### src/rtl/srll_pkg.sv
`timescale 1ns / 1ps
// ----------------------------------------------------------------------------
// srll_pkg
// Shared types, constants and helpers for the S-record line loader.
// ----------------------------------------------------------------------------
package srll_pkg;

  localparam int MEM_BYTES   = 262144;
  localparam int MEM_AW      = 18;
  localparam int LINE_BYTES  = 128;
  localparam int LINE_AW     = 7;
  localparam int ERASE_BLOCK = 4096;
  localparam int KERNEL_AREA = 32768;
  localparam int QUEUE_DEPTH = 4;
  localparam int QUEUE_AW    = 2;

  localparam logic [1:0] CMD_CLEAR = 2'd0;
  localparam logic [1:0] CMD_START = 2'd1;
  localparam logic [1:0] CMD_CHAR  = 2'd2;
  localparam logic [1:0] CMD_READ  = 2'd3;

  localparam logic [7:0] CHAR_LF   = 8'h0A;
  localparam logic [7:0] CHAR_S    = 8'h53;
  localparam logic [7:0] CHAR_0    = 8'h30;
  localparam logic [7:0] CHAR_1    = 8'h31;
  localparam logic [7:0] CHAR_2    = 8'h32;
  localparam logic [7:0] CHAR_8    = 8'h38;
  localparam logic [7:0] CHAR_9    = 8'h39;
  localparam logic [9:0] POS_CAP   = 10'd1023;
  localparam logic [23:0] ADDR_CAP = 24'hFFFFFF;

  typedef enum logic [2:0] {
    OP_CLEAR,
    OP_START,
    OP_CHAR,
    OP_EOL,
    OP_READ
  } op_code_t;

  typedef struct packed {
    op_code_t    code;
    logic [7:0]  ch;
    logic [17:0] addr;
  } op_t;

  typedef enum logic [2:0] {
    ST_OK       = 3'd0,
    ST_NO_S     = 3'd1,
    ST_CHECKSUM = 3'd2,
    ST_BAD_ADDR = 3'd3,
    ST_TYPE     = 3'd4,
    ST_LENGTH   = 3'd5,
    ST_IGNORED  = 3'd6
  } status_t;

  typedef enum logic [2:0] {
    BK_IDLE,
    BK_CLEAR,
    BK_CHECK,
    BK_WR_RD,
    BK_WR_WR,
    BK_READ,
    BK_EMIT
  } back_state_t;

  function automatic logic [4:0] hex_value(input logic [7:0] c);
    if (c >= CHAR_0 && c <= CHAR_9) begin
      return {1'b0, c[3:0]};
    end
    return {1'b0, c[3:0]} + 5'd9;
  endfunction

  function automatic logic [1:0] addr_len(input logic [7:0] k);
    if (k == CHAR_2) begin
      return 2'd3;
    end
    if (k == CHAR_1) begin
      return 2'd2;
    end
    return 2'd0;
  endfunction

endpackage

### src/rtl/srll_front.sv
`timescale 1ns / 1ps
// ----------------------------------------------------------------------------
// srll_front
// Input stage: registers each request and classifies it into an operation.
// ----------------------------------------------------------------------------
module srll_front (
  input  logic            clk,
  input  logic            rst,
  input  logic            in_valid,
  output logic            in_stall,
  input  logic [1:0]      command,
  input  logic [7:0]      char_code,
  input  logic [17:0]     read_address,
  output logic            op_valid,
  input  logic            op_stall,
  output srll_pkg::op_t   op
);

  logic          held;
  srll_pkg::op_t op_r;
  srll_pkg::op_t op_class;

  assign in_stall = held && op_stall;
  assign op_valid = held;
  assign op       = op_r;

  always_comb begin
    op_class.ch   = char_code;
    op_class.addr = read_address;
    case (command)
      srll_pkg::CMD_CLEAR: op_class.code = srll_pkg::OP_CLEAR;
      srll_pkg::CMD_START: op_class.code = srll_pkg::OP_START;
      srll_pkg::CMD_CHAR: begin
        op_class.code = (char_code == srll_pkg::CHAR_LF) ? srll_pkg::OP_EOL
                                                         : srll_pkg::OP_CHAR;
      end
      default: op_class.code = srll_pkg::OP_READ;
    endcase
  end

  always_ff @(posedge clk) begin
    if (rst) begin
      held <= 1'b0;
    end else if (!in_stall) begin
      held <= in_valid;
    end
  end

  always_ff @(posedge clk) begin
    if (!in_stall && in_valid) begin
      op_r <= op_class;
    end
  end

endmodule

### config.mk
export PLATFORM = sky130hd
export DESIGN_NAME = srll_front
export DESIGN_NICKNAME = d
export VERILOG_FILES = /design/src/rtl/srll_pkg.sv /design/src/rtl/srll_front.sv
export SDC_FILE = /design/constraint.sdc
export NUM_CORES = 1
export LEC_CHECK = 0
export BUFFER_PORTS_ARGS = -buffer_cell sky130_fd_sc_hd__buf_4
export CAP_MARGIN = 40
export CORE_ASPECT_RATIO = 1.4
export CORE_MARGIN = 1
export CORE_UTILIZATION = 40
export CTS_CLUSTER_SIZE = 30
export DETAILED_ROUTE_END_ITERATION = 6
export HOLD_SLACK_MARGIN = 0.06
export PLACE_DENSITY = 0.74
export SKIP_LAST_GASP = 1
export SYNTH_ARGS = -nofsm -noshare
export SYNTH_HDL_FRONTEND = slang
export SYNTH_SLANG_ARGS = --single-unit
### constraint.sdc
create_clock -name clk -period 2.54 [get_ports clk]
set_clock_uncertainty 0.1 [all_clocks]
set_input_delay 0.127 -clock clk [delete_from_list [all_inputs] [get_ports clk]]
set_output_delay 0.127 -clock clk [all_outputs]
set_load 0.1 [all_outputs]
# [Word-level counts from Yosys, hierarchy flattened]
# Cells that the tools add are included.
# Widths: inputs -> output; s select.
[totals] input_bits=32 out_inout_bits=31 word_cells=13 ff_bits=30
[classes] eq_ne=3 n_reduce_logical=4 n_mux=2
[ops] operator="$pmux 3 s3" n=1
[ops] operator="$eq 8x4->1 const B" n=1
[ops] operator="$eq 2x1->1 const B" n=1
[ops] operator="$eq 2x2->1 const B" n=1
[ops] operator="$logic_and 1x1->1" n=2
[ops] operator="$logic_not 2->1" n=1
[ops] operator="$logic_not 1->1" n=1
[ops] operator="$mux 1" n=1

# [Depth between registers and ports, before layout]
[depth] depth_word=3 ltp_mapped=2 mapped_depth_nobuf=2

# [Worst setup path before layout]
# OpenSTA, ideal clock, no wires.
[synth_path] path_type="reg-to-reg" startpoint="register held (netlist: op_valid)" endpoint="register op_r, in the netlist op[0], enable pin" period_less_slack_ns=3.274 arrival_time_ns=2.756 slack_ns=-0.734 n_path_buf=0 setup_time_ns=0.418 path_stages_with_launch=3 path_cell_list="dfxtp_1 -> and2_1 -> nor2b_1"
[synth_via] elab_chain_len=3
[synth_rtl] element="start, declared" line_no="srll_front.sv:19" rtl="logic held;"
[synth_rtl] element="start signal, assigned" line_no="srll_front.sv:45" rtl="held <= in_valid;"
[synth_rtl] element="$logic_and 1x1->1" line_no="srll_front.sv:23" rtl="assign in_stall = held && op_stall;"
[synth_rtl] element="via in_stall" line_no="srll_front.sv:10" rtl="output logic in_stall,"
[synth_rtl] element="$logic_not 1->1" line_no="srll_front.sv:50" rtl="if (!in_stall && in_valid) begin"
[synth_rtl] element="$logic_and 1x1->1" line_no="srll_front.sv:50"
[synth_rtl] element="end signal, assigned" line_no="srll_front.sv:51" rtl="op_r <= op_class;"
[synth_rtl] element="end, declared" line_no="srll_front.sv:20" rtl="srll_pkg::op_t op_r;"
# The timed path passes the listed nets, and every way through them passes these cells.
# A chain may end at the register's enable or synchronous reset.

# [Worst setup path in the final report]
[layout_path] startpoint="register held (netlist: op_valid)" endpoint="register op_r, in the netlist op[27], enable pin"
[layout_via] elab_chain_len=3
[layout_rtl] element="$logic_and 1x1->1" line_no="srll_front.sv:23"
[layout_rtl] element="$logic_not 1->1" line_no="srll_front.sv:50"
[layout_rtl] element="$logic_and 1x1->1" line_no="srll_front.sv:50"
# No other way between the ends.

==> results.yml <==
outcome:
  status: "finished with violations"
  violations: "DRC"
sta:
  slew_headroom_pct: 75.6
  finalSetupViolCount: 0
  rsz0062_at_grt: "false"
  hold_slack_ns: 0.404
  timing_worst_slew_pin_value_ns: 0.365
  fmax_mhz: 708
  worst_slack_ns: 1.13
  post-route-period-util_pct: 55.6
  final-hold-violation-count: 0
  fin_setup_tns_ns: 0
  fin_crit_ns: 1.41
  drv_slew: 0
final_layout:
  diodes: 0
  final_nets: 172
  areaGrowthSynthToFinish_pct: 89.2
  fillers: 114
  final_common_cell: "buf_4"
  finish.utilization_pct: 82.4
  layout-drive-gt1-share_pct: 52.5
  layout_common_cells: "buf_4 (63), dlygate4sd3_1 (30), edfxtp_1 (29)"
synthesis:
  yosysWarnings: 0
  yosys_register_bits: 30
  avgSynthCellArea_sq_um: 24.2
  syn-num-nets: 72
  syn_inst: 40
  synth_area_sq_um: 970
  synth.distinct_cells: 8
  yosysSeqAreaShare_pct: 91.9
critical_path:
  crit_type: "reg2reg"
  crit_path_end_kind: "flip-flop"
  critPathRequiredTime_ns: 2.43
  start_kind: "flip-flop"
  arrival_ns: 1.30
  crit_fanout: 29
clock_tree:
  cts_hold_buf: 30
  cts_resized: 0
  cts_tree: "built"
  cts_sinks: 30
  cts_setup_buffers: 0
  clock_path_buffers: 2
  insertion_delay_ns: 0.32
  cts_made_buffers: 5
  cts-root-buf: "clkbuf_4"
  clkTransAtPathRegs_ns: 0.09
  htree_num_levels: 2
power_and_ir_drop:
  p_int_w: 0.000812
  leakagePower_nw: 0.780
  power_frac_comb_pct: 28.8
  power_density_mw_per_mm2: 673
  seq_power_share_pct: 47.5
  ir_worst_vdd_mv: 0.472
  clkPwrFrac_pct: 23.7
  p_sw_share_pct: 34.2
  power_w: 0.00123
  switching_power_w: 0.000422
global_routing:
  antenna_found_initial: 0
  first_global_vias: 863
  grt_max_degree: 30
  grt_util_all_layers_pct: 24.1
  overflow: 0
  grt_pass1_wl_mm: 4.25
place:
  io_buffers: 62
  dp_slack_ns: 1.16
  gp_congestion: 0.661
floorplanning:
  io_pins: 63
  die_h_um: 60.3
  die_w_um: 43.6
  core_sq_mm: 0.00223
  rows: 20
  die_area_sq_mm: 0.00263
  initial_core_util_pct: 43.5
routing:
  antenna_left: 0
  routed_wl_mm: 2.73
  initialDrtViolationCount: 16
  num_vias: 779
  drt-wirelength-per-cell_um: 16.7
  routed_via_density: 4.78
  drtPass1Iterations: 6
  drc: 8
hold_path:
  hp-class: "in2reg"
flow_run:
  drv_cap: 0
## sequential cells by signal, indices dropped and copies added (netlist names)
signal and flops:
op 29, op_valid 1
## final cells by class
cell class | instances | area [sq um] | share of cell area, %
clock inverter | 1 | 5.00 | 0.273
clock buffer | 7 | 55.1 | 3.00
timing repair buffer | 93 | 773 | 42.2
multi-input combinational | 10 | 82.6 | 4.50
tap | 22 | 27.5 | 1.50
sequential | 30 | 891 | 48.6
## per-stage QoR
stage	instances	instance area [sq um]
2_1_floorplan	40	973
3_3_place_gp	125	1470
3_5_place_dp	125	1470
4_1_cts	163	1830
5_1_grt	163	1830
6_report	163	1830
## cell families (layout without fill, tap and decap cells)
group	count (synthesis)	count (layout)	synth area share [%]
flip-flops	30	30	91.9
buffers and inverters	0	101	0
AND/OR/NAND/NOR	8	8	6.71
AO/OA/AOI/OAI	2	2	1.42
## synthesized netlist by cell type, drive strengths merged
library cell  count  share of area (%)
nor2b             3                1.9
dfxtp             1                2.1
nor2              1               0.39
and2              2                1.3
nor4b             2                3.1
edfxtp           29                 90
a21oi             1               0.52
a31o              1               0.90
## path summary, 6_finish.rpt
check	startpoint	to	slack, ns	depth (start not counted)
worst max-delay path	op_valid$_SDFFE_PP0N_	op[27]$_DFFE_PP_	1.13	3
worst min-delay path	in_valid	op[17]$_DFFE_PP_	0.40	3
worst max register to register	op_valid$_SDFFE_PP0N_	op[27]$_DFFE_PP_	1.13	3
worst min register to register	op_valid$_SDFFE_PP0N_	op[17]$_DFFE_PP_	0.90	3
## worst max-delay path: stages, from the launching register on
cell,delay [ns]
dfxtp_1,0.33
and2_2,0.18
nor2b_2,0.11
buf_4,0.34
## power groups by stage
stage	registers [W]	logic [W]	clock network, W
3_3_place_gp	0.000595	0.000311	0
6_report	0.000586	0.000355	0.000292
3_5_place_dp	0.000596	0.000314	0
4_1_cts	0.000585	0.000352	0.000290
2_1_floorplan	0.000801	0.0000203	0
5_1_grt	0.000589	0.000365	0.000318
## routing by layer
layer	vias to the layer above	track usage, %	wire, um
met5	-	0	0
met4	0	13.8	74
met3	7	6.34	211
met2	43	40.5	1430
met1	369	27.4	1010
li1	360	-	-
Note: power is estimated with default switching activity, not from simulation.
