File: src/rtl/srll_pkg.sv
`timescale 1ns / 1ps
// ----------------------------------------------------------------------------
// srll_pkg
// Shared types, constants and helpers for the S-record line loader.
// ----------------------------------------------------------------------------
package srll_pkg;

  localparam int MEM_BYTES   = 262144;
  localparam int MEM_AW      = 18;
  localparam int LINE_BYTES  = 128;
  localparam int LINE_AW     = 7;
  localparam int ERASE_BLOCK = 4096;
  localparam int KERNEL_AREA = 32768;
  localparam int QUEUE_DEPTH = 4;
  localparam int QUEUE_AW    = 2;

  localparam logic [1:0] CMD_CLEAR = 2'd0;
  localparam logic [1:0] CMD_START = 2'd1;
  localparam logic [1:0] CMD_CHAR  = 2'd2;
  localparam logic [1:0] CMD_READ  = 2'd3;

  localparam logic [7:0] CHAR_LF   = 8'h0A;
  localparam logic [7:0] CHAR_S    = 8'h53;
  localparam logic [7:0] CHAR_0    = 8'h30;
  localparam logic [7:0] CHAR_1    = 8'h31;
  localparam logic [7:0] CHAR_2    = 8'h32;
  localparam logic [7:0] CHAR_8    = 8'h38;
  localparam logic [7:0] CHAR_9    = 8'h39;
  localparam logic [9:0] POS_CAP   = 10'd1023;
  localparam logic [23:0] ADDR_CAP = 24'hFFFFFF;

  typedef enum logic [2:0] {
    OP_CLEAR,
    OP_START,
    OP_CHAR,
    OP_EOL,
    OP_READ
  } op_code_t;

  typedef struct packed {
    op_code_t    code;
    logic [7:0]  ch;
    logic [17:0] addr;
  } op_t;

  typedef enum logic [2:0] {
    ST_OK       = 3'd0,
    ST_NO_S     = 3'd1,
    ST_CHECKSUM = 3'd2,
    ST_BAD_ADDR = 3'd3,
    ST_TYPE     = 3'd4,
    ST_LENGTH   = 3'd5,
    ST_IGNORED  = 3'd6
  } status_t;

  typedef enum logic [2:0] {
    BK_IDLE,
    BK_CLEAR,
    BK_CHECK,
    BK_WR_RD,
    BK_WR_WR,
    BK_READ,
    BK_EMIT
  } back_state_t;

  function automatic logic [4:0] hex_value(input logic [7:0] c);
    if (c >= CHAR_0 && c <= CHAR_9) begin
      return {1'b0, c[3:0]};
    end
    return {1'b0, c[3:0]} + 5'd9;
  endfunction

  function automatic logic [1:0] addr_len(input logic [7:0] k);
    if (k == CHAR_2) begin
      return 2'd3;
    end
    if (k == CHAR_1) begin
      return 2'd2;
    end
    return 2'd0;
  endfunction

endpackage

File: src/rtl/srll_queue.sv
`timescale 1ns / 1ps
// ----------------------------------------------------------------------------
// srll_queue
// Short operation queue between the front and back parts.
// ----------------------------------------------------------------------------
module srll_queue (
  input  logic          clk,
  input  logic          rst,
  input  logic          push_valid,
  output logic          push_stall,
  input  srll_pkg::op_t push_op,
  output logic          pop_valid,
  input  logic          pop,
  output srll_pkg::op_t pop_op
);

  srll_pkg::op_t                  slots [srll_pkg::QUEUE_DEPTH];
  logic [srll_pkg::QUEUE_AW-1:0]  wr_ptr;
  logic [srll_pkg::QUEUE_AW-1:0]  rd_ptr;
  logic [srll_pkg::QUEUE_AW:0]    fill;
  logic                           do_push;
  logic                           do_pop;

  assign push_stall = (fill == (srll_pkg::QUEUE_AW+1)'(srll_pkg::QUEUE_DEPTH));
  assign pop_valid  = (fill != '0);
  assign pop_op     = slots[rd_ptr];
  assign do_push    = push_valid && !push_stall;
  assign do_pop     = pop && pop_valid;

  always_ff @(posedge clk) begin
    if (rst) begin
      wr_ptr <= '0;
      rd_ptr <= '0;
      fill   <= '0;
    end else begin
      if (do_push) begin
        wr_ptr <= wr_ptr + 1'b1;
      end
      if (do_pop) begin
        rd_ptr <= rd_ptr + 1'b1;
      end
      if (do_push && !do_pop) begin
        fill <= fill + 1'b1;
      end else if (!do_push && do_pop) begin
        fill <= fill - 1'b1;
      end
    end
  end

  always_ff @(posedge clk) begin
    if (do_push) begin
      slots[wr_ptr] <= push_op;
    end
  end

endmodule

File: config.mk
export PLATFORM = sky130hd
export DESIGN_NAME = srll_queue
export DESIGN_NICKNAME = d
export VERILOG_FILES = /design/src/rtl/srll_pkg.sv /design/src/rtl/srll_queue.sv
export SDC_FILE = /design/constraint.sdc
export NUM_CORES = 1
export LEC_CHECK = 0
export ABC_AREA = 1
export BUFFER_PORTS_ARGS = -buffer_cell sky130_fd_sc_hd__buf_4
export CAP_MARGIN = 20
export CORE_MARGIN = 2
export CORE_UTILIZATION = 37
export DETAILED_ROUTE_END_ITERATION = 8
export PLACE_DENSITY = 0.65
export SYNTH_ARGS = -nofsm -noshare
export SYNTH_HDL_FRONTEND = slang
export SYNTH_SLANG_ARGS = --single-unit
File: constraint.sdc
create_clock -name clk -period 3.5 [get_ports clk]
set_clock_uncertainty 0.2 [all_clocks]
set_input_delay 0.7 -clock clk [delete_from_list [all_inputs] [get_ports clk]]
set_output_delay 0.7 -clock clk [all_outputs]
set_load 0.02 [all_outputs]
# Word-level counts from Yosys, hierarchy flattened
# Memories as Yosys holds them, arrays and structs flattened. A register that Yosys moved wholly into a read port is not among the register bits.
# Cells that the tools add are included.
[word_totals] ramBits=116 register_bits=7 out_inout_bits=31 n_memories=1 in_bits=33
[memory_table] name="slots" words=4 word_bits=29 read_ports=1 rd_clocked_by_memory_dff=1 write_ports=1 line_no="srll_queue.sv:17" source="srll_pkg::op_t slots [srll_pkg::QUEUE_DEPTH];"
[op_classes] n_addsub=4 eq_ne=1 n_mux=6 reduce_logical=9
[op_table] cell="3-bit 2-to-1 mux" n=2
[op_table] cell="2-bit by 1-bit adder with 2-bit output (second input constant)" n=2
[op_table] cell="1-bit logical AND" n=4
[op_table] cell="2-bit 2-to-1 mux" n=2
[op_table] cell="3-bit by 1-bit adder with 3-bit output (second input constant)" n=1
[op_table] cell="3-bit == test (second input constant)" n=1
[op_table] cell="1-bit logical NOT" n=3
[op_table] cell="3-bit nonzero test" n=1
[op_table] cell="3-bit by 1-bit subtractor with 3-bit output (second input constant)" n=1
[op_table] cell="1-bit 2-to-1 mux" n=2
[op_table] cell="2-bit nonzero test" n=1

# Longest topological paths before layout
# Gate-level depths: netlist of run 1.
[depth] ltp_word=7 ltp_mapped=13 ltp_nobuf=13

# Worst setup path before layout of run 1
# No wires, ideal clock.
[synth_path] path_kind="input to register" startpoint="in push_valid" endpoint="mem slots[0][0] in the netlist's numbering (enable)" required_time_ps=2885 n_path_buf=0 arrival_ps=2057 path_slack_ps=828 stages=2 path_cell_list="nand2_1 > nor2_1"
[synth_via] elab_chain_cells=3
[synth_rtl] element="start, declared" line_no="srll_queue.sv:9" source="input logic push_valid,"
[synth_rtl] element="1-bit logical AND" line_no="srll_queue.sv:27" source="assign do_push = push_valid && !push_stall;"
[synth_rtl] element="1-bit 2-to-1 mux" line_no="srll_queue.sv:51" source="if (do_push) begin"
[synth_rtl] element="1-bit 2-to-1 mux (implied by the code)" line_no="srll_queue.sv:52" source="slots[wr_ptr] <= push_op;"
[synth_rtl] element="end, declared" line_no="srll_queue.sv:17"
# No other way between the ends.

==> out/qor.csv, run 1 <==
metric,value,unit
largest net degree at the start of global routing,59,
Mapped Cells,350,
Least-Margin Pin Slew,0.596,ns
drt pass-1 iters,4,
clk root buf,clkbuf_16,
Setup CP Type,reg -> out,
final hold slack,0.299,ns
vias in the first global route,2942,
outcome,"complete, no violations",
synth unique cells,23,
Layout Area Growth over Synthesis,23.0,%
Sink Count,125,
Syn Area/Cell,14.6,um2
CP required,2.60,ns
Resize count post-CTS,0,
WP data arrival,2.01,ns
die area,0.0147,mm2
fill count,1168,
first-pass GRT wire length,15200,um
Vias/cell,4.81,
Finished Cell Area,0.00627,mm2
grt ovf,0,
post-CTS setup buffers,0,
final hold viol count,0,
worst-path fanout max,29,
mux contribution to synthesized area,0,%
leakage,0.00220,uW
H-Tree Depth,4,
most frequent cells in the layout,"116 x edfxtp_1, 69 x buf_4, 56 x o21ai_0",
Clock Path Buffers,2,
Area after DPL,0.00575,mm2
fin cells,609,
clk_lat worst skew,0.39,ns
cts hold-fix bufs,0,
dpl cells,578,
register area share after synthesis,71.9,%
Yosys Warn Count,0,
share of layout cells above drive strength 1,34.6,%
power density cells,764,mW/mm2
"wirelength, routed",9700,um
Final Critical Period,2.91,ns
fin crit share,83.1,%
synthesized net count,389,
Port Buf Inserts,63,
startpoint types,register,
Rel. slew slack,60.3,%
compound-gate portion of the synthesized area,12.1,%
Synth Cell Area,0.00509,mm2
RSZ-0062 raised after global routing,no,
Routed WL per cell,15.9,um
n_diodes,0,
gr usage total,14.1,%
max-cap check violation count,0,
Util after Layout,46.9,%
Critical Path End Type,primary output,
TritonCTS clock tree,done,
fmax,344,MHz
Setup TNS,0,ns
VDD IR max,0.000322,V
hold crit path type,in -> reg,
Slew Limit Fails,0,
Rows,42,
largest family of logic cells by synthesized area,compound AO/OA/AOI/OAI gates,
"CTS clk-pin slew, worst paths",0.05,ns
post-DP HPWL,5600,um
CTS Buf Count,17,
DIE HEIGHT,121,um
DRC,0,
"commonest non-fill, non-tap cell in the layout",edfxtp_1,
initial drt markers,245,
area share of fa/ha/maj cells after synthesis,1.62,%
Die W,121,um
DR vias,2932,
Layout Nets,460,
post-synthesis xor/xnor area fraction,0.172,%
initial core utilization,38.2,%
core region area,0.0133,mm2
Routed Antenna Nets,0,
number of placed I/O pins,64,
final setup vio count,0,
final RePlAce weighted congestion,0.696,
antenna violations before repair,0,
"FF+latch count, synth",125,
simple-gate portion of the synthesized area,10.3,%
## cell type report
class / count / area [um2] / area share, %
Clock inverter: 12 / 80.1 / 1.28
Clock buffer: 19 / 433 / 6.91
Multi-Input combinational cell: 190 / 1260 / 20.2
Sequential cell: 125 / 3660 / 58.5
Tap cell: 176 / 220 / 3.51
Timing Repair Buffer: 70 / 538 / 8.59
Inverter: 17 / 65.1 / 1.04
## stage by stage
| stage | setup WS, ns | total power, uW |
|---|---|---|
| after detailed placement | 0.966 | 3330 |
| after global placement | 1.00 | 3300 |
| after floorplan | 0.828 | 2840 |
| after CTS | 0.575 | 4840 |
| final | 0.592 | 4790 |
| after global routing | 0.432 | 5030 |
## registers in the layout (all words and copies together) (netlist names), named ones only
register	flops
slots	116
fill	3
wr_ptr	2
rd_ptr	2
## per-layer routing
| layer | up-vias | wire length [um] | GRT usage (%) |
|---|---|---|---|
| met2 | 69 | 4870 | 23.3 |
| li1 | 1418 | - | - |
| met3 | 8 | 492 | 5.12 |
| met5 | - | 0 | 0 |
| met4 | 0 | 116 | 5.39 |
| met1 | 1437 | 4220 | 16.9 |
## path summary, 6_finish.rpt
check	start	to	slack (ns)	depth (start not counted)
hold / removal	rst	register	0.30	2
setup / recovery	register	pop_op[14]	0.59	4
hold reg to reg	rd_ptr[0]	rd_ptr[0]	0.31	2
setup reg to reg	fill[0]	fill[2]	1.16	13
## worst max-delay path, cell delays in order, from the launching register on
cell and delay (ns):
dfxtp_1 0.49, inv_2 0.48, o21ai_0 0.20, o22ai_1 0.25, buf_4 0.20
## cell usage after synthesis
cell type	n	area, um2
a21oi_1	3	15.0
buf_12	2	40.0
o22ai_2	20	250
o21ai_0	56	280
nand3b_1	1	7.51
inv_1	14	52.6
nor2_1	43	161
edfxtp_1	116	3480
ha_1	5	62.6
buf_2	11	55.1
nand2_1	15	56.3
buf_6	2	22.5
o21ai_1	3	15.0
dfxtp_1	9	180
clkbuf_1	2	7.51
nor2_2	9	56.3
nand3_1	4	20.0
fa_1	1	20.0
o22ai_1	9	56.3
buf_4	1	7.51
xor2_1	1	8.76
inv_2	3	11.3
nor2_4	20	225
## where the power goes
part           total (uW)  leakage (uW)  internal (uW)  switching, uW
Sequential           1880       0.00114           1820           61.2
Clock                1500      0.000251            948            557
Combinational        1400      0.000811            508            889
## cell families (layout without fill, tap and decap cells)
group / count (synthesis) / in the layout
buffers and inverters: 35 / 118
AOI/OAI and AO/OA: 91 / 91
xor gates and xnor gates: 1 / 1
adders and majority gates: 6 / 6
DFF: 125 / 125
and+or+nand+nor: 92 / 92
Power figures use the tool's default switching activity.
==> inputs of run 2 (changes only) <==
--- a/config.mk
+++ b/config.mk
@@ -5,7 +5,7 @@
 export SDC_FILE = /design/constraint.sdc
 export NUM_CORES = 1
 export LEC_CHECK = 0
-export ABC_AREA = 1
+export ABC_AREA = 0
 export BUFFER_PORTS_ARGS = -buffer_cell sky130_fd_sc_hd__buf_4
 export CAP_MARGIN = 20
 export CORE_MARGIN = 2
==> constraint.sdc (replaced) <==
create_clock -name clk -period 3 [get_ports clk]
set_clock_uncertainty 0.2 [all_clocks]
set_input_delay 0.6 -clock clk [delete_from_list [all_inputs] [get_ports clk]]
set_output_delay 0.6 -clock clk [all_outputs]
set_load 0.02 [all_outputs]
==> run 2 against run 1 <==
Net effect:
- synthesized cell count decreased by 43%
- combinational power down 3%
- non-clock buffer count is the same
- clock power grew 45%
- via count fell by 27%
- critical path depth shrank 1
- critical endpoint unchanged
- largest cell class unchanged
==> out/qor.csv, run 2 <==
metric,value,unit
"CTS clk-pin slew, worst paths",0.06,ns
largest net degree at the start of global routing,30,
post-CTS setup buffers,0,
ys async rst share,0,%
Resize count post-CTS,0,
cts hold-fix bufs,0,
Routed Antenna Nets,0,
startpoint types,register,
Layout Nets,320,
top sig layer,met4,
Post-synth EDFFs,116,
VDD IR max,0.000496,V
initial drt markers,78,
Critical Path End Type,primary output,
DRC,0,
final RePlAce weighted congestion,0.674,
grt ovf,0,
leakage,0.00209,uW
clk_lat worst skew,0.40,ns
Tot Pwr,5730,uW
final setup vio count,0,
synth unique cells,23,
fin crit share,85.5,%
Routed WL per cell,17.4,um
first-pass GRT wire length,12300,um
Setup CP Type,reg -> out,
register area share after synthesis,78.6,%
worst-path fanout max,29,
top flop regs,"slots x116, fill x3",
Post-synth top flop,edfxtp_1,
Layout Area Growth over Synthesis,29.8,%
post-DP HPWL,4970,um
Least-Margin Pin Slew,0.447,ns
Yosys top cell by area,edfxtp_1,
hold crit path type,in -> reg,
synthesized net count,238,
CTS Buf Count,17,
Clock Path Buffers,2,
share of layout cells above drive strength 1,46.6,%
antenna violations before repair,0,
metal2 WL,3950,um
Synth top cells by count,"116 x edfxtp_1, 28 x mux4_2, 9 x dfxtp_1",
"wirelength, routed",8100,um
n_diodes,0,
Port Buf Inserts,63,
largest cells by area after synthesis,"edfxtp_1 75%, mux4_2 14%, dfxtp_1 3.9%",
TritonCTS clock tree,done,
M1 WL,3600,um
clk root buf,clkbuf_16,
Slew Limit Fails,0,
final hold viol count,0,
outcome,"complete, no violations",
"Most flops, register",slots,
fmax,390,MHz
"FF+latch count, synth",125,
Vias/cell,4.62,
fill count,1028,
Rows,41,
Die W,116,um
final hold slack,0.198,ns
Syn Area/Cell,23.4,um2
Final Critical Period,2.57,ns
DR vias,2152,
die area,0.0135,mm2
"commonest non-fill, non-tap cell in the layout",edfxtp_1,
most frequent cells in the layout,"116 x edfxtp_1, 66 x buf_4, 28 x mux4_2",
Sink Count,125,
power density cells,947,mW/mm2
CP required,2.20,ns
gr usage total,13.1,%
Setup TNS,0,ns
Largest register FFs,116,
"count leader, synth",edfxtp_1,
Yosys Warn Count,0,
DR WL met3,497,um
Synth top area share,74.7,%
initial core utilization,37.4,%
number of placed I/O pins,64,
H-Tree Depth,4,
core region area,0.0125,mm2
Synth Cell Area,0.00466,mm2
vias in the first global route,2275,
RSZ-0062 raised after global routing,no,
max-cap check violation count,0,
Rel. slew slack,69.8,%
Mapped Cells,199,
WP data arrival,1.77,ns
drt pass-1 iters,4,
DIE HEIGHT,116,um
run 2: changes by cell type in the layout (fill, tap and decap cells not counted), moves of 10 or more:
| cell | change |
|---|---|
| o21ai_0 | -54 |
| nor2_1 | -33 |
| mux4_2 | +28 |
| nor2_4 | -24 |
| o22ai_2 | -20 |
| nand2_1 | -15 |
| inv_1 | -10 |
run 2: final cells by class:
cell class	count	area, um2	area share [%]
clock buffer	17	425	7.03
clock inverter	15	220	3.64
tap	172	215	3.56
multi-input combinational	63	932	15.4
sequential	125	3670	60.6
timing repair buffer	70	576	9.51
inverter	4	15.0	0.248
run 2: final timing paths:
path / start / end / slack, ns / depth (start not counted)
worst min register to register: wr_ptr[1] / wr_ptr[1] / 0.32 / 2
worst max register to register: fill[1] / fill[2] / 0.56 / 8
worst min-delay path: push_op[14] / slots[2][14] / 0.20 / 1
worst max-delay path: register / pop_op[14] / 0.43 / 3
run 2: per-stage QoR:
step / setup slack [ns] / util (%) / cells / area [um2]
3_5_place_dp: 0.397 / 43.4 / 434 / 5400
5_1_grt: 0.353 / 48.5 / 466 / 6050
4_1_cts: 0.385 / 48.5 / 466 / 6050
6_report: 0.434 / 48.5 / 466 / 6050
2_1_floorplan: 0.662 / - / 199 / 4660
3_3_place_gp: 0.481 / 43.4 / 434 / 5400
run 2: worst max-delay path, cell delays in order (launching register included):
cell,delay (ns)
dfxtp_2,0.34
buf_12,0.25
mux4_1,0.58
buf_4,0.17
run 2: logic make-up (layout without fill, tap and decap cells):
| kind of cell | Yosys count | count (layout) | synth area share (%) |
|---|---|---|---|
| xor+xnor | 4 | 4 | 0.751 |
| flops | 125 | 125 | 78.6 |
| simple gates | 16 | 16 | 1.96 |
| fa+ha+maj | 6 | 6 | 1.77 |
| compound gates | 6 | 6 | 0.886 |
| mux | 31 | 31 | 14.5 |
| buf+inv | 11 | 106 | 1.53 |
run 2: per-layer routing:
| layer | up-vias | track usage [%] |
|---|---|---|
| li1 | 987 | - |
| met2 | 52 | 20.3 |
| met1 | 1108 | 16.4 |
| met5 | - | 0 |
| met3 | 5 | 5.71 |
| met4 | 0 | 5.00 |
run 2: where the power goes:
group	switching (uW)	internal (uW)	total (uW)	leakage [uW]
Combinational	696	668	1360	0.000647
Sequential	83.2	2100	2190	0.00114
Clock	707	1470	2180	0.000303
==> inputs of run 3 (changes only) <==
==> constraint.sdc (replaced) <==
create_clock -name clk -period 3 [get_ports clk]
set_clock_uncertainty 0.2 [all_clocks]
set_input_delay 0.6 -clock clk [delete_from_list [all_inputs] [get_ports clk]]
set_output_delay 0.6 -clock clk [all_outputs]
set_load 0.01 [all_outputs]
==> run 3 against run 2 <==
Net effect:
- via count barely moved
- core utilization fell by 0.90 points
- power fell by 9.9%
- flip-flop and latch count did not move
- worst hold slack improved by 0.0022 ns
==> out/qor.csv, run 3 (same netlist as run 2, synthesis figures left out) <==
metric,value,unit
GR peak layer,met2,
CP max stage delay,0.58,ns
Setup WS post-layout,0.463,ns
top flop regs,"slots x116, fill x3",
Routed Antenna Nets,0,
Layout Area Growth over Synthesis,27.3,%
switch share,24.7,%
Final Critical Period,2.54,ns
fin cells,464,
final setup vio count,0,
"Max stage delay cell, worst path",mux4_2,
DRC,0,
leakage,0.00204,uW
Port Buf Inserts,63,
Layout Nets,319,
"wirelength, routed",7950,um
GR met2 Demand/Resource,18.5,%
Clock power frac,34.2,%
number of placed I/O pins,64,
cts hold-fix bufs,0,
fmax,394,MHz
CTS Buf Count,17,
Routed WL per cell,17.1,um
Slew Limit Fails,0,
met1 global-route usage,16.7,%
vias in the first global route,2204,
startpoint types,register,
GRT met3 Usage,5.76,%
"commonest non-fill, non-tap cell in the layout",edfxtp_1,
P_sw,1270,uW
clk root buf,clkbuf_16,
outcome,"complete, no violations",
Setup TNS,0,ns
R2R Setup Slk,0.56,ns
fin crit share,84.6,%
grt ovf,0,
WP data arrival,1.74,ns
Setup WS pre-CTS,0.390,ns
Critical Path End Type,primary output,
final hold slack,0.200,ns
Rel. slew slack,69.8,%
power density cells,869,mW/mm2
fill count,1046,
TritonCTS clock tree,done,
Rows,41,
Least-Margin Pin Slew,0.453,ns
antenna violations before repair,0,
"Most flops, register",slots,
worst-path fanout max,29,
most frequent cells in the layout,"116 x edfxtp_1, 63 x buf_4, 28 x mux4_2",
H-Tree Depth,4,
Vias/cell,4.64,
largest net degree at the start of global routing,30,
"delay-heaviest family, CP",multiplexers,
max-cap check violation count,0,
gr usage total,12.8,%
Resize count post-CTS,0,
worst path buffer plus inverter count,2,
initial core utilization,37.4,%
initial drt markers,129,
final RePlAce weighted congestion,0.658,
share of layout cells above drive strength 1,44.5,%
Comb pwr share,23.4,%
RSZ-0062 raised after global routing,no,
clk_lat worst skew,0.40,ns
Largest register FFs,116,
post-DP HPWL,4890,um
Die W,116,um
Clock Path Buffers,2,
dpl cells,433,
post-CTS setup buffers,0,
Sink Count,125,
CP required,2.20,ns
n_diodes,0,
"CTS clk-pin slew, worst paths",0.05,ns
first-pass GRT wire length,12100,um
DR vias,2153,
Flop pwr share,42.4,%
Setup CP Type,reg -> out,
worst path cell trace,buf_12 > mux4_2 > buf_4,
drt pass-1 iters,4,
Pint,3890,uW
core region area,0.0125,mm2
DIE HEIGHT,116,um
die area,0.0135,mm2
hold crit path type,in -> reg,
final hold viol count,0,
VDD IR max,0.000435,V
==> run 3: final cells by class <==
type                    instances  area, um2  area share [%]
multi-input cells              63        932            15.7
well taps                     172        215            3.62
clock buffers                  21        440            7.42
repair buffers                 69        593            9.99
clock inverters                10       75.1            1.26
inverters                       4       15.0           0.253
flip-flops and latches        125       3670            61.7
==> run 3: metal layers <==
metal  part of all wire [%]  wire (um)
met4                    1.5        121
met5                      0          0
met1                     43       3460
met2                     49       3890
met3                    6.1        487
==> run 3: final timing paths <==
kind | startpoint | to | cells after the start
hold / removal | push_op[28] | slots[0][28] | 1
hold reg to reg | wr_ptr[1] | wr_ptr[1] | 2
setup / recovery | register | pop_op[1] | 3
setup reg to reg | fill[0] | fill[2] | 8
==> run 3: power by group through the flow <==
stage / Clock (uW) / Combinational [uW] / Sequential [uW]
4_1_cts: 1810 / 1250 / 2190
5_1_grt: 1890 / 1320 / 2200
3_3_place_gp: 0 / 1240 / 2210
2_1_floorplan: 0 / 755 / 2190
3_5_place_dp: 0 / 1240 / 2220
6_report: 1760 / 1210 / 2190
==> run 3: through the flow <==
stage | cell area [um2] | util (%) | power, uW
after floorplan | 4660 | - | 2940
after global placement | 5420 | 43.5 | 3450
after detailed placement | 5420 | 43.5 | 3470
after CTS | 5940 | 47.6 | 5250
after global routing | 5940 | 47.6 | 5420
final | 5940 | 47.6 | 5160
